[src/rtl/mlfq_scheduler_core_defines.svh]
// ---------------------------------------------------------------------------
// mlfq_scheduler_core_defines
// assertion macros for the scheduler core
// ---------------------------------------------------------------------------
`ifndef MLFQ_SCHEDULER_CORE_DEFINES_SVH
`define MLFQ_SCHEDULER_CORE_DEFINES_SVH

// implication checked every clock outside reset
`define MLFQ_ASSERT_IMP(label, clk, rstn, ante, cons, msg) \
    label: assert property (@(posedge clk) disable iff (!rstn) (ante) |-> (cons)) \
        else $error(msg);

// next-cycle implication checked outside reset
`define MLFQ_ASSERT_NEXT(label, clk, rstn, ante, cons, msg) \
    label: assert property (@(posedge clk) disable iff (!rstn) (ante) |=> (cons)) \
        else $error(msg);

`endif

[src/rtl/mlfq_pkg.sv]
// ---------------------------------------------------------------------------
// mlfq_pkg
// types and codes shared by the scheduler controller and datapath
// ---------------------------------------------------------------------------
`timescale 1ns / 1ps
package mlfq_pkg;

    localparam logic [2:0] REQ_LOAD    = 3'd0;
    localparam logic [2:0] REQ_UNBLOCK = 3'd1;
    localparam logic [2:0] REQ_TICK    = 3'd2;
    localparam logic [2:0] REQ_BLOCK   = 3'd3;
    localparam logic [2:0] REQ_EXIT    = 3'd4;

    localparam logic [2:0] CFG_LEVELS = 3'd0;
    localparam logic [2:0] CFG_Q0     = 3'd1;
    localparam logic [2:0] CFG_Q1     = 3'd2;
    localparam logic [2:0] CFG_Q2     = 3'd3;
    localparam logic [2:0] CFG_Q3     = 3'd4;

    typedef enum logic [3:0] {
        ST_IDLE,
        ST_DECODE,
        ST_BSCAN,
        ST_FSCAN,
        ST_PUSH,
        ST_DSCAN,
        ST_DREAD,
        ST_DWAIT,
        ST_DTAKE,
        ST_OUT
    } ctrl_state_t;

    // push source select
    typedef enum logic [1:0] {
        PSRC_LOAD,
        PSRC_UNBLOCK,
        PSRC_EXPIRE
    } push_src_t;

    typedef struct packed {
        logic      latch_req;
        logic      bscan_start;
        logic      bscan_step;
        logic      unblock_take;
        logic      fscan_start;
        logic      fscan_step;
        logic      block_store;
        logic      set_ovf;
        logic      push;
        push_src_t push_src;
        logic      tick_dec;
        logic      disp_start;
        logic      disp_step;
        logic      disp_read;
        logic      disp_take;
        logic      out_load;
    } dp_cmd_t;

    typedef struct packed {
        logic [2:0] req;
        logic       tick_gt1;
        logic       cur_valid;
        logic       bscan_done;
        logic       bscan_hit;
        logic       fscan_done;
        logic       fscan_found;
        logic       push_full;
        logic       disp_done;
        logic       disp_found;
    } dp_status_t;

endpackage

[src/rtl/mlfq_ram.sv]
// ---------------------------------------------------------------------------
// mlfq_ram
// generic single-port-write, registered-read ram
// ---------------------------------------------------------------------------
`timescale 1ns / 1ps
module mlfq_ram #(
    parameter int WIDTH = 8,
    parameter int DEPTH = 64
) (
    input  logic                     aclk,
    input  logic                     wr_en,
    input  logic [$clog2(DEPTH)-1:0] wr_addr,
    input  logic [WIDTH-1:0]         wr_data,
    input  logic [$clog2(DEPTH)-1:0] rd_addr,
    output logic [WIDTH-1:0]         rd_data
);
    logic [WIDTH-1:0] mem [DEPTH];

    always_ff @(posedge aclk) begin
        if (wr_en) begin
            mem[wr_addr] <= wr_data;
        end
        rd_data <= mem[rd_addr];
    end
endmodule

[src/rtl/mlfq_ctrl.sv]
// ---------------------------------------------------------------------------
// mlfq_ctrl
// request sequencer: steps the datapath through scans, push and dispatch
// ---------------------------------------------------------------------------
`timescale 1ns / 1ps
`include "mlfq_scheduler_core_defines.svh"
module mlfq_ctrl
    import mlfq_pkg::*;
(
    input  logic       aclk,
    input  logic       aresetn,
    input  logic       s_valid,
    output logic       s_ready,
    output logic       m_valid,
    input  logic       m_ready,
    input  dp_status_t st,
    output dp_cmd_t    cmd
);
    ctrl_state_t state_reg, state_next;
    logic        mv_reg, mv_next;

    // next state
    always_comb begin
        state_next = state_reg;
        unique case (state_reg)
            ST_IDLE:   if (s_valid) state_next = ST_DECODE;
            ST_DECODE: begin
                case (st.req)
                    REQ_LOAD: state_next = ST_PUSH;
                    REQ_UNBLOCK: state_next = ST_BSCAN;
                    REQ_TICK: begin
                        if (st.tick_gt1)       state_next = ST_OUT;
                        else if (st.cur_valid) state_next = ST_PUSH;
                        else                   state_next = ST_DSCAN;
                    end
                    REQ_BLOCK: state_next = st.cur_valid ? ST_BSCAN : ST_DSCAN;
                    REQ_EXIT:  state_next = ST_DSCAN;
                    default:   state_next = ST_OUT;
                endcase
            end
            ST_BSCAN: begin
                if (st.bscan_hit) begin
                    state_next = (st.req == REQ_UNBLOCK) ? ST_PUSH : ST_DSCAN;
                end else if (st.bscan_done) begin
                    state_next = (st.req == REQ_UNBLOCK) ? ST_OUT : ST_FSCAN;
                end
            end
            ST_FSCAN: if (st.fscan_found || st.fscan_done) state_next = ST_DSCAN;
            ST_PUSH:  state_next = (st.req == REQ_TICK) ? ST_DSCAN : ST_OUT;
            ST_DSCAN: begin
                if (st.disp_found)     state_next = ST_DREAD;
                else if (st.disp_done) state_next = ST_OUT;
            end
            ST_DREAD: state_next = ST_DWAIT;
            ST_DWAIT: state_next = ST_DTAKE;
            ST_DTAKE: state_next = ST_OUT;
            ST_OUT:   if (!mv_reg || m_ready) state_next = ST_IDLE;
            default:  state_next = ST_IDLE;
        endcase
    end

    // datapath commands
    always_comb begin
        cmd = '0;
        cmd.push_src = PSRC_LOAD;
        unique case (state_reg)
            ST_IDLE: cmd.latch_req = s_valid;
            ST_DECODE: begin
                cmd.bscan_start = 1'b1;
                cmd.disp_start  = 1'b1;
                cmd.tick_dec    = (st.req == REQ_TICK) && st.tick_gt1;
            end
            ST_BSCAN: begin
                cmd.bscan_step   = !st.bscan_hit;
                cmd.unblock_take = st.bscan_hit && (st.req == REQ_UNBLOCK);
                cmd.fscan_start  = 1'b1;
            end
            ST_FSCAN: begin
                cmd.fscan_step  = !st.fscan_found;
                cmd.block_store = st.fscan_found;
                cmd.set_ovf     = !st.fscan_found && st.fscan_done;
            end
            ST_PUSH: begin
                cmd.push     = 1'b1;
                cmd.set_ovf  = st.push_full;
                cmd.push_src = (st.req == REQ_LOAD) ? PSRC_LOAD :
                               (st.req == REQ_UNBLOCK) ? PSRC_UNBLOCK : PSRC_EXPIRE;
            end
            ST_DSCAN: begin
                cmd.disp_step = !st.disp_found;
                cmd.disp_read = st.disp_found;
                cmd.disp_take = !st.disp_found && st.disp_done;
            end
            ST_DREAD: ;
            ST_DWAIT: ;
            ST_DTAKE: cmd.disp_take = 1'b1;
            ST_OUT:   cmd.out_load = !mv_reg || m_ready;
            default:  ;
        endcase
    end

    // output valid
    always_comb begin
        mv_next = mv_reg;
        if (m_ready) mv_next = 1'b0;
        if (cmd.out_load) mv_next = 1'b1;
    end

    always_ff @(posedge aclk) begin
        if (!aresetn) begin
            state_reg <= ST_IDLE;
            mv_reg    <= 1'b0;
        end else begin
            state_reg <= state_next;
            mv_reg    <= mv_next;
        end
    end

    assign s_ready = (state_reg == ST_IDLE);
    assign m_valid = mv_reg;

    `MLFQ_ASSERT_NEXT(a_accept_decode, aclk, aresetn, s_valid && s_ready, state_reg == ST_DECODE, "accepted word not decoded")
    `MLFQ_ASSERT_NEXT(a_out_valid, aclk, aresetn, cmd.out_load, m_valid, "result word lost")
    `MLFQ_ASSERT_IMP(a_no_accept_busy, aclk, aresetn, state_reg != ST_IDLE, !s_ready, "ready while busy")
endmodule

[src/rtl/mlfq_dp.sv]
// ---------------------------------------------------------------------------
// mlfq_dp
// scheduler datapath: queues, blocked list, running task and result word
// ---------------------------------------------------------------------------
`timescale 1ns / 1ps
`include "mlfq_scheduler_core_defines.svh"
module mlfq_dp
    import mlfq_pkg::*;
#(
    parameter int NUM_LEVELS    = 4,
    parameter int QUEUE_DEPTH   = 16,
    parameter int BLOCKED_DEPTH = 16
) (
    input  logic        aclk,
    input  logic        aresetn,
    input  logic [2:0]  s_req_type,
    input  logic [7:0]  s_task_id,
    input  logic        cfg_valid,
    input  logic [2:0]  cfg_index,
    input  logic [15:0] cfg_data,
    input  dp_cmd_t     cmd,
    output dp_status_t  st,
    output logic [7:0]  m_running_id,
    output logic        m_running_idle,
    output logic        m_overflow
);
    localparam int LW  = (NUM_LEVELS > 1) ? $clog2(NUM_LEVELS) : 1;
    localparam int QW  = (QUEUE_DEPTH > 1) ? $clog2(QUEUE_DEPTH) : 1;
    localparam int CW  = $clog2(QUEUE_DEPTH + 1);
    localparam int SW  = CW + 1;
    localparam int BW  = $clog2(BLOCKED_DEPTH);
    localparam int BCW = $clog2(BLOCKED_DEPTH + 1);
    localparam int LCW = $clog2(NUM_LEVELS + 1);
    localparam int AW  = $clog2(NUM_LEVELS * QUEUE_DEPTH);

    // configuration
    logic [2:0]  levels_reg;
    logic [15:0] quant_reg [4];

    always_ff @(posedge aclk) begin
        if (!aresetn) begin
            levels_reg   <= 3'd4;
            quant_reg[0] <= 16'd1;
            quant_reg[1] <= 16'd2;
            quant_reg[2] <= 16'd4;
            quant_reg[3] <= 16'd8;
        end else if (cfg_valid) begin
            unique case (cfg_index)
                CFG_LEVELS: levels_reg   <= cfg_data[2:0];
                CFG_Q0:     quant_reg[0] <= cfg_data;
                CFG_Q1:     quant_reg[1] <= cfg_data;
                CFG_Q2:     quant_reg[2] <= cfg_data;
                CFG_Q3:     quant_reg[3] <= cfg_data;
                default: ;
            endcase
        end
    end

    // last level in use
    logic [LW-1:0] last_lvl;
    always_comb begin
        if (levels_reg == 3'd0)
            last_lvl = '0;
        else if (32'(levels_reg) > NUM_LEVELS)
            last_lvl = LW'(NUM_LEVELS - 1);
        else
            last_lvl = LW'(levels_reg - 3'd1);
    end

    // latched request
    logic [2:0] req_reg;
    logic [7:0] id_reg;
    always_ff @(posedge aclk) begin
        if (cmd.latch_req) begin
            req_reg <= s_req_type;
            id_reg  <= s_task_id;
        end
    end

    // queue state
    logic [QW-1:0] head_reg  [NUM_LEVELS];
    logic [CW-1:0] count_reg [NUM_LEVELS];
    // blocked list
    logic [BLOCKED_DEPTH-1:0] bvalid_reg;
    logic [7:0]    bid_reg  [BLOCKED_DEPTH];
    logic [LW-1:0] blvl_reg [BLOCKED_DEPTH];
    // running task
    logic [7:0]    cur_task_reg;
    logic [LW-1:0] cur_lvl_reg;
    logic          cur_valid_reg;
    logic [15:0]   ticks_reg;
    logic          ovf_reg;

    // blocked list scan
    logic [BCW-1:0] bidx_reg;
    logic [7:0]     bkey;
    logic [BW-1:0]  bsel;
    logic [LW-1:0]  hit_lvl_reg;
    assign bkey = (req_reg == REQ_UNBLOCK) ? id_reg : cur_task_reg;
    assign bsel = bidx_reg[BW-1:0];
    assign st.bscan_done = (bidx_reg == BCW'(BLOCKED_DEPTH - 1));
    assign st.bscan_hit  = bvalid_reg[bsel] && (bid_reg[bsel] == bkey);
    assign st.fscan_done = st.bscan_done;
    assign st.fscan_found = !bvalid_reg[bsel];

    // push level and target
    logic [LW-1:0] push_lvl_raw, push_lvl;
    logic [7:0]    push_id;
    always_comb begin
        case (cmd.push_src)
            PSRC_UNBLOCK: begin
                push_lvl_raw = (hit_lvl_reg != '0) ? hit_lvl_reg - LW'(1) : '0;
                push_id = id_reg;
            end
            PSRC_EXPIRE: begin
                push_lvl_raw = (cur_lvl_reg >= last_lvl) ? last_lvl
                                                         : cur_lvl_reg + LW'(1);
                push_id = cur_task_reg;
            end
            default: begin
                push_lvl_raw = '0;
                push_id = id_reg;
            end
        endcase
        push_lvl = (push_lvl_raw > last_lvl) ? last_lvl : push_lvl_raw;
    end

    // tail slot, wrapped by one compare and subtract
    logic [QW-1:0] push_slot;
    logic [SW-1:0] slot_sum;
    assign st.push_full = (count_reg[push_lvl] == CW'(QUEUE_DEPTH));
    assign slot_sum  = SW'(head_reg[push_lvl]) + SW'(count_reg[push_lvl]);
    assign push_slot = (slot_sum >= SW'(QUEUE_DEPTH)) ? QW'(slot_sum - SW'(QUEUE_DEPTH))
                                                      : QW'(slot_sum);

    // dispatch scan
    logic [LCW-1:0] didx_reg;
    logic [LW-1:0]  dsel;
    logic [LW-1:0]  dlvl_reg;
    assign dsel = didx_reg[LW-1:0];
    assign st.disp_done  = (didx_reg >= LCW'(last_lvl));
    assign st.disp_found = (count_reg[dsel] != '0);

    // ready store ram
    logic          ram_we;
    logic [AW-1:0] ram_waddr, ram_raddr;
    logic [7:0]    ram_rdata;
    assign ram_we    = cmd.push && !st.push_full;
    assign ram_waddr = AW'(push_lvl) * AW'(QUEUE_DEPTH) + AW'(push_slot);
    assign ram_raddr = AW'(dlvl_reg) * AW'(QUEUE_DEPTH) + AW'(head_reg[dlvl_reg]);

    mlfq_ram #(.WIDTH(8), .DEPTH(NUM_LEVELS * QUEUE_DEPTH)) u_ready_store (
        .aclk    (aclk),
        .wr_en   (ram_we),
        .wr_addr (ram_waddr),
        .wr_data (push_id),
        .rd_addr (ram_raddr),
        .rd_data (ram_rdata)
    );

    logic [1:0] qsel;
    assign qsel = (dlvl_reg > LW'(3)) ? 2'd3 : 2'(dlvl_reg);

    // scan counters and running state
    always_ff @(posedge aclk) begin
        if (cmd.bscan_start || (cmd.bscan_step && st.bscan_done)
                || (cmd.fscan_start && !cmd.bscan_step)) begin
            bidx_reg <= '0;
        end else if (cmd.bscan_step || cmd.fscan_step) begin
            bidx_reg <= bidx_reg + BCW'(1);
        end
        if (cmd.unblock_take) hit_lvl_reg <= blvl_reg[bsel];
        if (cmd.disp_start) didx_reg <= '0;
        else if (cmd.disp_step) didx_reg <= didx_reg + LCW'(1);
        if (cmd.disp_read) dlvl_reg <= dsel;
    end

    always_ff @(posedge aclk) begin
        if (!aresetn) begin
            bvalid_reg    <= '0;
            cur_task_reg  <= '0;
            cur_lvl_reg   <= '0;
            cur_valid_reg <= 1'b0;
            ticks_reg     <= '0;
            ovf_reg       <= 1'b0;
            for (int i = 0; i < NUM_LEVELS; i++) begin
                head_reg[i]  <= '0;
                count_reg[i] <= '0;
            end
        end else begin
            if (cmd.latch_req) ovf_reg <= 1'b0;
            if (cmd.set_ovf) ovf_reg <= 1'b1;
            if (cmd.tick_dec) ticks_reg <= ticks_reg - 16'd1;
            if (cmd.unblock_take) bvalid_reg[bsel] <= 1'b0;
            if (cmd.block_store) begin
                bvalid_reg[bsel] <= 1'b1;
                bid_reg[bsel]    <= cur_task_reg;
                blvl_reg[bsel]   <= (cur_lvl_reg > last_lvl) ? last_lvl : cur_lvl_reg;
            end
            if (ram_we) count_reg[push_lvl] <= count_reg[push_lvl] + CW'(1);
            if (cmd.disp_take) begin
                if (cmd.disp_step || !st.disp_found || cmd.disp_read) begin
                    cur_valid_reg <= 1'b0;
                    cur_task_reg  <= '0;
                    cur_lvl_reg   <= '0;
                    ticks_reg     <= '0;
                end else begin
                    cur_valid_reg <= 1'b1;
                    cur_task_reg  <= ram_rdata;
                    cur_lvl_reg   <= dlvl_reg;
                    ticks_reg     <= (quant_reg[qsel] == '0) ? 16'd1 : quant_reg[qsel];
                    head_reg[dlvl_reg]  <= (head_reg[dlvl_reg] == QW'(QUEUE_DEPTH - 1)) ?
                                           '0 : head_reg[dlvl_reg] + QW'(1);
                    count_reg[dlvl_reg] <= count_reg[dlvl_reg] - CW'(1);
                end
            end
        end
    end

    // status back to controller
    assign st.req       = req_reg;
    assign st.tick_gt1  = (ticks_reg > 16'd1);
    assign st.cur_valid = cur_valid_reg;

    // result word
    always_ff @(posedge aclk) begin
        if (cmd.out_load) begin
            m_running_id   <= cur_valid_reg ? cur_task_reg : 8'd0;
            m_running_idle <= !cur_valid_reg;
            m_overflow     <= ovf_reg;
        end
    end

    `MLFQ_ASSERT_IMP(a_push_fits, aclk, aresetn, ram_we, count_reg[push_lvl] < CW'(QUEUE_DEPTH), "push into full queue")
    `MLFQ_ASSERT_IMP(a_idle_zero, aclk, aresetn, !cur_valid_reg, cur_task_reg == 8'd0, "idle with task id")
    `MLFQ_ASSERT_NEXT(a_tick_dec, aclk, aresetn, cmd.tick_dec, ticks_reg == $past(ticks_reg) - 16'd1, "tick not counted")
endmodule

[src/rtl/mlfq_scheduler_core.sv]
// block requests walk the blocked list (match, then free slot if none), one entry a cycle
// dispatch scans one level a cycle, then reads the ready store ram (registered read)
// one request at a time: a new request word is accepted only once the previous one is done
// reset: synchronous active-low aresetn empties all queues and the blocked list, idle
// no clearing pass: ready store entries are only read after being written
// ---------------------------------------------------------------------------
// mlfq_scheduler_core
// multilevel feedback queue scheduler top level
// ---------------------------------------------------------------------------
`timescale 1ns / 1ps
module mlfq_scheduler_core
    import mlfq_pkg::*;
#(
    parameter int NUM_LEVELS    = 4,
    parameter int QUEUE_DEPTH   = 16,
    parameter int BLOCKED_DEPTH = 16
) (
    input  logic        aclk,
    input  logic        aresetn,
    input  logic        s_valid,
    output logic        s_ready,
    input  logic [2:0]  s_req_type,
    input  logic [7:0]  s_task_id,
    output logic        m_valid,
    input  logic        m_ready,
    output logic [7:0]  m_running_id,
    output logic        m_running_idle,
    output logic        m_overflow,
    input  logic        cfg_valid,
    output logic        cfg_ready,
    input  logic [2:0]  cfg_index,
    input  logic [15:0] cfg_data
);
    dp_cmd_t    cmd;
    dp_status_t st;

    assign cfg_ready = 1'b1;

    mlfq_ctrl u_ctrl (
        .aclk    (aclk),
        .aresetn (aresetn),
        .s_valid (s_valid),
        .s_ready (s_ready),
        .m_valid (m_valid),
        .m_ready (m_ready),
        .st      (st),
        .cmd     (cmd)
    );

    mlfq_dp #(
        .NUM_LEVELS    (NUM_LEVELS),
        .QUEUE_DEPTH   (QUEUE_DEPTH),
        .BLOCKED_DEPTH (BLOCKED_DEPTH)
    ) u_dp (
        .aclk           (aclk),
        .aresetn        (aresetn),
        .s_req_type     (s_req_type),
        .s_task_id      (s_task_id),
        .cfg_valid      (cfg_valid),
        .cfg_index      (cfg_index),
        .cfg_data       (cfg_data),
        .cmd            (cmd),
        .st             (st),
        .m_running_id   (m_running_id),
        .m_running_idle (m_running_idle),
        .m_overflow     (m_overflow)
    );
endmodule
[config.mk]
export PLATFORM = sky130hd
export DESIGN_NAME = mlfq_scheduler_core
export DESIGN_NICKNAME = d
export VERILOG_FILES = /design/src/rtl/mlfq_pkg.sv /design/src/rtl/mlfq_ram.sv /design/src/rtl/mlfq_ctrl.sv /design/src/rtl/mlfq_dp.sv /design/src/rtl/mlfq_scheduler_core.sv
export VERILOG_INCLUDE_DIRS = /design/src /design/src/rtl
export SDC_FILE = /design/constraint.sdc
export NUM_CORES = 1
export LEC_CHECK = 0
export BUFFER_PORTS_ARGS = -buffer_cell sky130_fd_sc_hd__buf_2
export CAP_MARGIN = 20
export CORE_MARGIN = 2
export CORE_UTILIZATION = 55
export CTS_BUF_LIST = sky130_fd_sc_hd__clkbuf_16
export DETAILED_ROUTE_END_ITERATION = 8
export HOLD_SLACK_MARGIN = 0.08
export PLACE_DENSITY = 0.71
export SLEW_MARGIN = 0
export SYNTH_ARGS = -nofsm -noshare
export SYNTH_HDL_FRONTEND = slang
export SYNTH_HIERARCHICAL = 1
export SYNTH_SLANG_ARGS = --single-unit
[constraint.sdc]
create_clock -name aclk -period 8.15 [get_ports aclk]
set_input_delay 0.815 -clock aclk [delete_from_list [all_inputs] [get_ports aclk]]
set_output_delay 0.815 -clock aclk [all_outputs]
set_load 0.005 [all_outputs]
## After elaboration in Yosys (flattened, before gate mapping)

Memory sizes are Yosys's and may differ from the RTL's. A register that Yosys moved wholly into a read port is not among the register bits.
Index checks and enable logic that the tools add are counted.

- Flip-flop bits (word level): 83
- Bits in writable memories: 772
- Input bits: 35
- Output and inout port bits: 13
- Word-level logic and storage cells: 222
- Memories kept: 6

- $add $sub $neg: 13
- Magnitude comparators: 10
- Equality and inequality tests: 28
- Multiplexer cells: 103
- Bitwise operators: 7
- Reduce and logical (&&, ||, !) cells: 38

Memory list:

| name | words | bits a word | rd ports | clocked after memory_dff | wr ports | RTL line | text |
|---|---|---|---|---|---|---|---|
| u_dp.u_ready_store.mem | 64 | 8 | 1 | 1 | 1 | mlfq_ram.sv:17 | `logic [WIDTH-1:0] mem [DEPTH];` |
| u_dp.bid_reg | 16 | 8 | 1 | 1 | 1 | mlfq_dp.sv:85 | `logic [7:0] bid_reg [BLOCKED_DEPTH];` |
| u_dp.quant_reg | 4 | 16 | 1 | 0 | 4 | mlfq_dp.sv:38 | `logic [15:0] quant_reg [4];` |
| u_dp.blvl_reg | 16 | 2 | 1 | 1 | 1 | mlfq_dp.sv:86 | `logic [LW-1:0] blvl_reg [BLOCKED_DEPTH];` |
| u_dp.count_reg | 4 | 5 | 3 | 2 | 4 | mlfq_dp.sv:82 | `logic [CW-1:0] count_reg [NUM_LEVELS];` |
| u_dp.head_reg | 4 | 4 | 2 | 1 | 4 | mlfq_dp.sv:81 | `logic [QW-1:0] head_reg [NUM_LEVELS];` |

Operators with widths:

| kind | number |
|---|---|
| 2-to-1 mux 16 bit | 11 |
| 2-to-1 mux 4 bit | 15 |
| 2-to-1 mux 1 bit | 42 |
| 2-to-1 mux 2 bit | 20 |
| case mux 4 bit (10 select lines) | 1 |
| 2-to-1 mux 8 bit | 3 |
| case mux 4 bit (5 select lines) | 1 |
| AND 16 bit | 1 |
| equality test 4 x 3 -> 1 bit (second input constant) | 4 |
| > comparator 16 x 1 -> 1 bit (second input constant) | 1 |
| logical NOT 16 bit | 1 |
| NOT 16 bit | 1 |
| bitwise OR 16 bit | 1 |
| subtractor 16 x 1 -> 16 bit (second input constant) | 1 |
| adder 6 x 4 -> 6 bit | 2 |
| equality test 3 x 2 -> 1 bit (second input constant) | 4 |
| equality test 4 bit (second input constant) | 3 |
| adder 5 x 1 -> 5 bit (second input constant) | 2 |
| 2-to-1 mux 5 bit | 2 |
| OR reduction 5 bit | 2 |
| logical AND 1 bit | 9 |
| logical NOT 3 bit | 3 |
| 2-to-1 mux 3 bit | 3 |
| equality test 4 x 2 -> 1 bit (second input constant) | 2 |
| other kinds (39) | 64 |

## Depth between registers and ports, before layout

Gate-level depths: netlist (run 1).
An unclocked memory read counts as a cell.

- Depth after elaboration: 18
- Gate-level depth with buffers: 28

## Modules after synthesis

The synthesis (run 1) kept the hierarchy.

By module, submodules not included:

| module | instances | cells each | area each (µm²) |
|---|---|---|---|
| mlfq_ram | 1 | 940 | 20166.8 |
| mlfq_dp | 1 | 1089 | 15846.4 |
| mlfq_ctrl | 1 | 103 | 661.9 |
| mlfq_scheduler_core | 1 | 2 | 11.3 |

## Worst setup path after synthesis (run 1)

No wires, ideal clock.

- Kind: reg-to-reg
- From: register u_dp.levels_reg[0]
- To: memory u_dp.u_ready_store.mem[48][0] (enable)
- Setup time: 383 ps
- Arrival time: 6026 ps
- Required time: 7767 ps
- Setup slack: 1740 ps
- Cell stages (with the launch flop): 24
- Clock period less this slack: 6410 ps
- Cells stage by stage: dfxtp_1 > inv_1 > ha_1 > nor2_1 > o21ai_0 > ha_1 > a2111oi_0 > a211oi_1 > or2_2 > ha_1 > a22o_2 > a211oi_1 > a21o_1 > buf_6 > mux4_1 > ha_1 > a21o_1 > a21oi_1 > xor2_1 > xnor2_1 > clkbuf_1 > nor2b_1 > nand4b_1 > nor3_1

- Elaborated cells on any way between the ends: 22

RTL lines:

| element | RTL line | text |
|---|---|---|
| start: declaration | mlfq_dp.sv:37 | `logic [2:0] levels_reg;` |
| start signal: assignment | mlfq_dp.sv:49 | `CFG_LEVELS: levels_reg <= cfg_data[2:0];` |
| > comparator 3 bit / subtractor 2 x 1 -> 2 bit (equally long branches) | mlfq_dp.sv:64, mlfq_dp.sv:67 |  |
| 2-to-1 mux 2 bit | mlfq_dp.sv:64 | `else if (32'(levels_reg) > NUM_LEVELS)` |
| 2-to-1 mux 2 bit * | mlfq_dp.sv:62 | `if (levels_reg == 3'd0)` |
| greater-or-equal comparator 2 bit | mlfq_dp.sv:116 | `push_lvl_raw = (cur_lvl_reg >= last_lvl) ? last_lvl` |
| 2-to-1 mux 2 bit | mlfq_dp.sv:116 |  |
| case mux 2 bit (2 select lines) | mlfq_dp.sv:110 | `case (cmd.push_src)` |
| > comparator 2 bit | mlfq_dp.sv:125 | `push_lvl = (push_lvl_raw > last_lvl) ? last_lvl : push_lvl_raw;` |
| 2-to-1 mux 2 bit * | mlfq_dp.sv:125 |  |
| memory read (4 x 4 bit) / memory read (4 x 5 bit) (equally long branches) | -- |  |
| adder 4 x 5 -> 6 bit * | mlfq_dp.sv:132 | `assign slot_sum = SW'(head_reg[push_lvl]) + SW'(count_reg[push_lvl]);` |
| greater-or-equal comparator 6 x 5 -> 1 bit / subtractor 4 x 1 -> 4 bit (equally long branches) | mlfq_dp.sv:133 | `assign push_slot = (slot_sum >= SW'(QUEUE_DEPTH)) ? QW'(slot_sum - SW'(QUEUE_DEPTH))` |
| 2-to-1 mux 4 bit * | mlfq_dp.sv:133 |  |
| named net u_dp.push_slot[3] | mlfq_dp.sv:129 | `logic [QW-1:0] push_slot;` |
| adder 6 x 4 -> 6 bit * | mlfq_dp.sv:149 | `assign ram_waddr = AW'(push_lvl) * AW'(QUEUE_DEPTH) + AW'(push_slot);` |
| end: declaration | mlfq_ram.sv:17 |  |

The timed path passes the listed nets; every way through them passes the cells marked *.

==> results of run 1 <==
-- through the flow --
step                total power [mW]  instance area, sq um  cells  worst slack, ns  hold slack (ns)
finish                         11.19                 40830   3167           0.4727           0.3543
global route                   11.61                 40830   3167           0.1622           0.3160
CTS                            11.24                 40760   3160           0.6431           0.3152
global placement               7.393                 38020   3003           0.9598           0.4218
detailed placement             7.440                 38030   3004           0.6855           0.4315
floorplan                      6.804                 36690   2134            1.740           0.4086
-- cells by family (layout without fill, tap and decap cells) --
| logic type | count (synthesis) | after routing | synth area share |
|---|---|---|---|
| simple gates | 526 | 526 | 0.07186 |
| other cells | 1 | 1 | 0.0001022 |
| xor+xnor | 31 | 31 | 0.007401 |
| buf+inv | 164 | 333 | 0.02230 |
| compound gates | 233 | 233 | 0.04427 |
| fa+ha+maj | 27 | 27 | 0.009413 |
| mux | 279 | 279 | 0.1508 |
| flops | 873 | 873 | 0.6938 |
-- cell type report --
cell class | count | area [sq um]
clock buffers | 87 | 2177
clock inverters | 69 | 548.0
fillers | 4684 | 25030
inverters | 45 | 173.9
multi-input cells | 1097 | 10480
flip-flops and latches | 873 | 25460
well taps | 864 | 1081
repair buffers | 132 | 909.6
-- power by group --
part	internal (mW)	total (mW)	switching, mW
Sequential	5.29	5.47	0.181
Combinational	0.709	1.90	1.19
Clock	2.17	3.81	1.65
Total	8.17	11.2	3.02
-- metal layers --
layer / track usage / vias up
met2: 0.3812 / 948
li1: - / 8693
met5: 0 / -
met1: 0.3313 / 10270
met4: 0.08400 / 0
met3: 0.04909 / 167
-- path summary, 6_finish.rpt --
path	from	to	slack, ns	cells after the start
setup / recovery	u_ctrl/state_reg[2]	u_dp/u_ready_store/mem[60][6]	0.47	20
setup reg to reg	u_ctrl/state_reg[2]	u_dp/u_ready_store/mem[60][6]	0.47	20
hold reg to reg	u_dp/u_ready_store/rd_data[5]	u_dp/cur_task_reg[5]	0.44	1
hold / removal	s_task_id[3]	u_dp/id_reg[3]	0.35	1
-- placed cells by master (no fill, tap or decap), types with 29 or more instances in the layout --
| master | synthesis | routed |
|---|---|---|
| a21oi_1 | 56 | 56 |
| o21ai_0 | 37 | 34 |
| and2_1 | 74 | 74 |
| nand3_1 | 45 | 45 |
| edfxtp_1 | 797 | 797 |
| clkbuf_16 | 0 | 87 |
| nor3_1 | 31 | 29 |
| dfxtp_1 | 76 | 74 |
| buf_2 | 23 | 46 |
| mux2i_1 | 39 | 39 |
| mux4_2 | 210 | 207 |
| inv_1 | 43 | 60 |
| buf_4 | 18 | 80 |
| nor2_1 | 181 | 181 |
| nand2_1 | 70 | 70 |
-- synth_stat cells, types with 5 or more instances --
cell | instances | share of area
buf_2 | 23 | 0.0031
xnor2_1 | 14 | 0.0033
clkbuf_1 | 57 | 0.0058
nand2b_1 | 23 | 0.0039
or2_2 | 6 | 0.0010
inv_1 | 43 | 0.0044
nor4_1 | 12 | 0.0020
o31ai_1 | 5 | 0.0010
o21ai_0 | 37 | 0.0050
nand3_1 | 45 | 0.0061
or3_1 | 9 | 0.0015
nand4_1 | 9 | 0.0015
mux4_2 | 210 | 0.13
a22o_1 | 13 | 0.0031
and3_1 | 7 | 0.0012
mux2i_1 | 39 | 0.011
nor3b_1 | 5 | 0.0010
mux4_1 | 5 | 0.0036
a21oi_1 | 56 | 0.0076
dfxtp_1 | 76 | 0.041
a21o_1 | 6 | 0.0012
nor2b_1 | 26 | 0.0044
o221a_2 | 5 | 0.0015
a31oi_1 | 10 | 0.0017
nand3b_1 | 11 | 0.0023
nand2_1 | 70 | 0.0072
xor2_1 | 17 | 0.0041
o221ai_1 | 9 | 0.0021
nor2_1 | 181 | 0.019
buf_1 | 11 | 0.0011
o22ai_1 | 18 | 0.0031
buf_4 | 18 | 0.0037
ha_1 | 26 | 0.0089
buf_6 | 7 | 0.0021
a211oi_1 | 15 | 0.0031
and2_1 | 74 | 0.013
edfxtp_1 | 797 | 0.65
mux2_2 | 25 | 0.0077
o21ai_1 | 5 | 0.00068
nor3_1 | 31 | 0.0042
a221oi_1 | 6 | 0.0014
==> impl_metrics.csv, run 1 <==
group,metric,value,unit
worst_setup_path,slowest_stage,"xor2_1",
global_routing,grt_max_degree,98,
timing,hold_viol_final,0,
place,hpwl,51200,um
timing,setup_violations,0,
cts,clk_path_buf_depth,3,
synthesis,yosys_register_bits,873,
synthesis,syn_nets,2196,
cells_and_area,largest_register_ff_count,512,
synthesis,synth_cells,2134,
worst_setup_path,cp.required,8.41,ns
route,wire_per_inst,25.92,um
job,cap_violations,0,
cells_and_area,layout.nets,2297,
route,drc,0,
cells_and_area,antenna_cells,0,
timing,slew_violations,0,
worst_setup_path,worst_setup_path_end_kind,"flip-flop",
die,die_x,262.3,um
cts,cts_tree,"done",
die,dieArea,68790,sq um
cts,post_cts_resized,0,
synthesis,synth_edf_count,797,
timing,finClkSkew,0.02289,ns
die,start_util,0.5570,
route,firstDrtPassIters,6,
worst_setup_path,cp_max_fo,17,
cts,cts_buffers,86,
min_path,holdCritPathClass,"in2reg",
die,chipHeight,262.3,um
cts,htreeDepth,3,
cts,postCtsSetupBuffers,0,
cts,clk_latency,0.64,ns
worst_setup_path,cp.arrival,7.94,ns
cts,hold_buffers,0,
worst_setup_path,cp-start-kind,"flip-flop",
synthesis,yosysWarnings,6,
synthesis,syn-cell-area,36690,sq um
route,drt_iter0_drc,2517,
timing,fmax,130.3,MHz
cells_and_area,area_delta_synth_final,11.30,%
timing,fin_tns_setup,0,ns
route,wl_met2,39730,um
worst_setup_path,crit_family,"simple AND/OR/NAND/NOR gates",
timing,rsz0062_at_grt,"false",
global_routing,grt_pass1_wl,124800,um
global_routing,grt_pass1_vias,20140,
route,antenna_left,0,
power_and_ir_drop,ir_drop,0.1983,mV
cells_and_area,final_util,0.6199,
timing,relSlewSlack,0.2599,
worst_setup_path,worst-path-buf-inv,3,
synthesis,ys_types,78,
cts,clock_sinks,873,
global_routing,antenna_found_initial,0,
power_and_ir_drop,cellPowerDensity,274.0,nW/um^2
route,wl_met1,33020,um
worst_setup_path,worstPathCellList,"nor4b_2 > and3_1 > inv_1 > ha_1 > buf_4 > and2_4 > a211oi_1 > or2_2 > ha_1 > a22o_2 > a211oi_1 > a21o_1 > inv_6 > mux4_2 > ha_1 > fa_1 > xor2_1 > nor2b_1 > nand2_1 > nor2_1",
timing,finalCriticalPeriod,7.677,ns
timing,tightest_slew,1.106,ns
cts,path_clk_slew,0.06,ns
cts,cts_root_buf,"clkbuf_16",
place,portBuffers,46,
worst_setup_path,path_class,"reg2reg",
power_and_ir_drop,power_leakage,13.29,nW
global_routing,grt_use_total,0.2391,
status,status,"completed",
die,rows,94,
cells_and_area,drive_above_1_share,0.2241,
worst_setup_path,cp_common_cell,"ha_1",
die,core,65860,sq um
global_routing,overflow,0,
die,io_pins,48,
route,vias,20070,
route,highest_layer,"met4",
synthesis,syn_area_per_cell,17.19,sq um
place,gp_congestion,0.9492,
route,wl_met3,6550,um
worst_setup_path,cpPeakStageDelay,0.78,ns
synthesis,ys_async_sr_fraction,0,
timing,fin_crit_sh,0.9420,
route,via_per_inst,6.338,
synthesis,ys.flop_type,"edfxtp_1",
synthesis,synth-seq-area-share,0.6938,
route,wirelength,82090,um
No activity file was read; power rests on OpenSTA's default activity.
==> inputs of run 2 (changes only) <==
Settings changed: REMOVE_ABC_BUFFERS set to 1.
Clock period 8.15 ns to 8.55 ns, I/O delays scaled along.
==> impl_metrics.csv, run 2 (synthesized netlist as in run 1, its figures left out) <==
group,metric,value,unit
status,status,"completed",
global_routing,grt_pass1_wl,129400,um
cts,path_clk_slew,0.06,ns
timing,setup_ws,0.7826,ns
die,core,65860,sq um
worst_setup_path,r2r_end,"u_dp/u_ready_store/mem[20][4]",
die,io_pins,48,
worst_setup_path,worst_setup_path_end_kind,"flip-flop",
worst_setup_path,path_class,"reg2reg",
timing,tightest_slew,1.058,ns
timing,setup_violations,0,
cells_and_area,antenna_cells,0,
cells_and_area,multi_input_area,10490,sq um
global_routing,grt_use_total,0.2481,
cts,cts_tree,"done",
die,start_util,0.5570,
cells_and_area,regArea,25460,sq um
worst_setup_path,worstPathCellList,"nor4b_4 > nor2b_1 > ha_1 > inv_1 > a2111oi_0 > a211oi_1 > or2_2 > ha_1 > nand2_1 > and3_2 > a211oi_1 > a21o_1 > inv_6 > mux4_2 > ha_1 > fa_1 > xor2_2 > nor2b_1 > nand2_1 > buf_4 > nor2_1",
die,dieArea,68790,sq um
cts,hold_buffers,0,
cells_and_area,largest_register_ff_count,512,
timing,fmax,128.7,MHz
place,portBuffers,46,
cts,postCtsSetupBuffers,0,
worst_setup_path,cpPeakStageDelay,0.66,ns
timing,slew_violations,0,
worst_setup_path,cp.arrival,8.03,ns
cts,clk_path_buf_depth,3,
global_routing,grt_max_degree,65,
worst_setup_path,reg2reg_slack,0.78,ns
worst_setup_path,cp_max_fo,19,
cts,clk_latency,0.65,ns
worst_setup_path,worst-path-buf-inv,3,
cts,cts_buffers,88,
route,wire_per_inst,26.87,um
min_path,holdCritPathClass,"in2reg",
cts,clock_sinks,873,
global_routing,antenna_found_initial,0,
job,cap_violations,0,
cells_and_area,mostFrequentLayoutCell,"edfxtp_1",
min_path,hold_end,"u_dp/id_reg[7]",
die,chipHeight,262.3,um
worst_setup_path,slowest_stage,"dfxtp_1",
power_and_ir_drop,ir_drop,0.2128,mV
place,dp_worst_setup_slack,0.6038,ns
route,firstDrtPassIters,5,
min_path,hold_depth,1,
worst_setup_path,cp_common_cell,"ha_1",
cells_and_area,layout.nets,2293,
timing,hold_viol_final,0,
worst_setup_path,r2r.worst_path.cells,21,
cells_and_area,final_util,0.6229,
cells_and_area,fin_cells,3167,
min_path,holdCritStartpoint,"s_task_id[7]",
timing,fin_crit_sh,0.9085,
place,gp_congestion,0.8884,
timing,fin_tns_setup,0,ns
global_routing,overflow,0,
timing,holdWs,0.4006,ns
timing,finClkSkew,0.02356,ns
power_and_ir_drop,power_leakage,13.39,nW
route,vias,20260,
cts,cts_root_buf,"clkbuf_16",
route,wirelength,85090,um
cells_and_area,nFillCells,4611,
place,hpwl,52430,um
die,die_x,262.3,um
timing,finalCriticalPeriod,7.767,ns
cells_and_area,final_cell_mix,"edfxtp_1 (797), mux4_2 (207), nor2_1 (181)",
route,drt_iter0_drc,2406,
place,dp_cells,2997,
power_and_ir_drop,cellPowerDensity,267.3,nW/um^2
global_routing,grt_pass1_vias,20390,
route,drc,0,
cells_and_area,drive_above_1_share,0.2306,
route,via_per_inst,6.397,
worst_setup_path,cp-start-kind,"flip-flop",
worst_setup_path,cp.required,8.81,ns
timing,relSlewSlack,0.2765,
die,rows,94,
worst_setup_path,crit_family,"simple AND/OR/NAND/NOR gates",
timing,rsz0062_at_grt,"false",
worst_setup_path,r2r_start,"u_ctrl/state_reg[2]",
cts,htreeDepth,3,
cells_and_area,area_delta_synth_final,11.83,%
route,antenna_left,0,
[run 2: changes by cell type in the layout (fill, tap and decap cells not counted), sizes merged]
cell / before / now
inv: 65 / 61
bufinv: 7 / 12
clkinv: 39 / 40
clkbuf: 90 / 92
buf: 129 / 125
[run 2: routing by layer]
| metal | vias up | GRT usage | wire length, um |
|---|---|---|---|
| met3 | 172 | 0.03876 | 6852 |
| met4 | 0 | 0.07832 | 2621 |
| met2 | 1049 | 0.3986 | 41150 |
| met5 | - | 0 | 0 |
| met1 | 10360 | 0.3534 | 34470 |
| li1 | 8679 | - | - |
[run 2: repair_timing]
action                     4_1_cts  5_1_grt
setup endpoints to repair        0       82
hold endpoints to repair         0        0
resized for setup                0        2
[run 2: power by group]
part	internal (mW)	total (mW)	switching, mW
combinational	0.667	1.81	1.15
clock	2.31	3.93	1.62
sequential	5.04	5.23	0.183
[run 2: how the worst max path moves through the flow]
stage,cells after the start,slack [ns],end,startpoint
2_1_floorplan,20,1.93,u_dp/u_ready_store/mem[48][0],u_ctrl/state_reg[2]
3_3_place_gp,21,0.98,u_dp/u_ready_store/mem[20][3],u_ctrl/state_reg[2]
3_5_place_dp,21,0.60,u_dp/u_ready_store/mem[20][7],u_ctrl/state_reg[2]
4_1_cts,21,0.57,u_dp/u_ready_store/mem[20][2],u_ctrl/state_reg[2]
5_1_grt,21,0.19,u_dp/u_ready_store/mem[20][5],u_ctrl/state_reg[2]
6_report,21,0.78,u_dp/u_ready_store/mem[20][4],u_ctrl/state_reg[2]
[run 2: final cells by class]
type,count,area share
Inverter,45,0.004239
Clock buffer,91,0.05550
Sequential cell,873,0.6205
Clock inverter,71,0.01717
Multi-Input combinational cell,1097,0.2558
Timing Repair Buffer,126,0.02046
Tap cell,864,0.02635
[run 2: worst register-to-register path, delay by kind of cell, from the launching register on]
kind	cells	cell delay, ns
flops	1	0.66
buf+inv	3	0.52
compound gates	4	1.47
simple gates	8	2.40
mux	1	0.57
xor+xnor	1	0.51
fa+ha+maj	4	1.26
[run 2: stage by stage]
stage	power, mW	area [sq um]
2_1_floorplan	6.441	36040
3_3_place_gp	7.074	37950
3_5_place_dp	7.107	37960
4_1_cts	11.02	40940
5_1_grt	11.35	41030
6_report	10.97	41030
==> inputs of run 3 (changes only) <==
Settings changed: BUFFER_PORTS_ARGS -buffer_cell sky130_fd_sc_hd__buf_2 to -buffer_cell sky130_fd_sc_hd__buf_4, CTS_BUF_LIST sky130_fd_sc_hd__clkbuf_16 to sky130_fd_sc_hd__clkbuf_2.
==> impl_metrics.csv, run 3 (synthesized netlist as in run 1, its figures left out) <==
group,metric,value,unit
global_routing,grt_pass1_wl,129700,um
cts,clock_sinks,873,
route,via_per_inst,6.172,
cts,postCtsSetupBuffers,0,
cells_and_area,mostFrequentLayoutCell,"edfxtp_1",
route,wirelength,85810,um
worst_setup_path,cp_common_cell,"ha_1",
power_and_ir_drop,cellPowerDensity,238.8,nW/um^2
place,dp_cells,2999,
global_routing,overflow,0,
cells_and_area,layout.nets,2461,
worst_setup_path,crit_family,"simple AND/OR/NAND/NOR gates",
cts,path_clk_slew,0.11,ns
worst_setup_path,cp_max_fo,19,
worst_setup_path,cp.arrival,8.95,ns
cts,clk_path_buf_depth,3,
global_routing,grt_use_total,0.2502,
status,status,"completed",
timing,slew_violations,0,
timing,setup_violations,0,
job,cap_violations,0,
route,drt_iter0_drc,2452,
cts,cts_buffers,205,
die,chipHeight,262.3,um
timing,fin_crit_sh,0.9312,
cells_and_area,area_delta_synth_final,10.54,%
cts,cts_tree,"done",
global_routing,antenna_found_initial,2,
route,antenna_left,0,
cells_and_area,largest_register_ff_count,512,
worst_setup_path,path_class,"reg2reg",
route,vias,21160,
worst_setup_path,cpPeakStageDelay,0.76,ns
die,rows,94,
die,core,65860,sq um
route,firstDrtPassIters,5,
place,gp_congestion,0.8976,
timing,finalCriticalPeriod,7.962,ns
timing,finClkSkew,0.08677,ns
worst_setup_path,cp.required,9.54,ns
die,start_util,0.5570,
global_routing,grt_max_degree,103,
timing,rsz0062_at_grt,"false",
cts,cts_root_buf,"clkbuf_2",
die,die_x,262.3,um
min_path,holdCritPathClass,"in2reg",
worst_setup_path,worstPathCellList,"nor4b_2 > nor2b_1 > ha_1 > inv_1 > a2111oi_0 > a211oi_1 > or2_2 > ha_1 > nor2_1 > a22o_2 > a211oi_1 > a21o_1 > inv_6 > mux4_2 > ha_1 > fa_1 > xor2_1 > nor2b_1 > nand2_1 > buf_4 > nor2_1",
route,wire_per_inst,25.03,um
power_and_ir_drop,power_leakage,13.54,nW
timing,fmax,125.6,MHz
route,drc,0,
place,hpwl,52630,um
worst_setup_path,slowest_stage,"xor2_1",
worst_setup_path,worst_setup_path_end_kind,"flip-flop",
cts,clk_latency,1.42,ns
die,dieArea,68790,sq um
die,io_pins,48,
global_routing,grt_pass1_vias,21300,
timing,hold_viol_final,0,
timing,tightest_slew,1.087,ns
timing,fin_tns_setup,0,ns
cells_and_area,final_cell_mix,"edfxtp_1 (797), clkbuf_2 (294), mux4_2 (207)",
timing,relSlewSlack,0.2568,
worst_setup_path,cp-start-kind,"flip-flop",
cells_and_area,fin_cells,3428,
cells_and_area,drive_above_1_share,0.2772,
cts,htreeDepth,4,
power_and_ir_drop,ir_drop,0.1438,mV
place,portBuffers,46,
worst_setup_path,worst-path-buf-inv,3,
[run 3: cell types whose count changed in the layout (fill, tap and decap cells not counted), sizes merged]
cell	previous run	this run
clkbuf	92	295
dlygate4sd3	0	51
diode	0	3
clkinv	40	66
inv	61	49
bufinv	12	2
[run 3: layout make-up]
type / count / area [sq um]
well taps: 864 / 1081
multi-input cells: 1097 / 10480
diodes: 3 / 7.507
inverters: 45 / 173.9
clock buffers: 294 / 1471
repair buffers: 177 / 1486
flip-flops and latches: 873 / 25460
fillers: 4842 / 25310
clock inverters: 75 / 396.6
[run 3: worst paths after layout]
| check | to | slack (ns) | startpoint | depth (start not counted) |
|---|---|---|---|---|
| max | u_dp/u_ready_store/mem[20][5] | 0.59 | u_ctrl/state_reg[2] | 21 |
| min | u_dp/req_reg[2] | 0.27 | s_req_type[2] | 2 |
| max reg2reg | u_dp/u_ready_store/mem[20][5] | 0.59 | u_ctrl/state_reg[2] | 21 |
| min reg2reg | u_dp/cur_task_reg[6] | 0.46 | u_dp/u_ready_store/rd_data[6] | 1 |
[run 3: power breakdown]
group / internal [mW] / total, mW / switching [mW] / leakage, nW
logic: 0.687 / 1.83 / 1.14 / 4.23
registers: 5.04 / 5.22 / 0.180 / 7.91
clock network: 1.00 / 2.64 / 1.64 / 1.40
[run 3: per-layer routing]
| metal | vias to the layer above | GRT usage | share of wire |
|---|---|---|---|
| li1 | 9159 | - | - |
| met1 | 10780 | 0.3404 | 0.40 |
| met2 | 1054 | 0.4004 | 0.49 |
| met3 | 163 | 0.05153 | 0.079 |
| met4 | 0 | 0.09905 | 0.027 |
| met5 | - | 0 | 0 |
[run 3: stage by stage]
step                cell area (sq um)  hold slack (ns)    util  setup slack [ns]  total power, mW
floorplan                       36040           0.4086       -             1.934            6.441
global route                    40550           0.1761  0.6157            0.2659            10.14
finish                          40550           0.2746  0.6157            0.5884            9.686
detailed placement              38110           0.4340  0.5787            0.7405            7.116
global placement                38070           0.4311  0.5779             1.072            7.075
CTS                             40490           0.1085  0.6148            0.7171            9.760
[run 3: what timing repair did]
action | 4_1_cts | 5_1_grt
endpoints found under the setup margin | 0 | 0
resized for setup | 0 | 0
hold buffers | 51 | 0
endpoints found under the hold margin | 154 | 0
[run 3: worst register-to-register path, cell delays in order (launching register included)]
cell,delay (ns)
dfxtp_1,0.66
nor4b_2,0.67
nor2b_1,0.27
ha_1,0.26
inv_1,0.05
a2111oi_0,0.39
a211oi_1,0.18
or2_2,0.32
ha_1,0.32
nor2_1,0.05
a22o_2,0.21
a211oi_1,0.37
a21o_1,0.39
inv_6,0.17
mux4_2,0.56
ha_1,0.26
fa_1,0.39
xor2_1,0.76
nor2b_1,0.26
nand2_1,0.25
buf_4,0.27
nor2_1,0.55
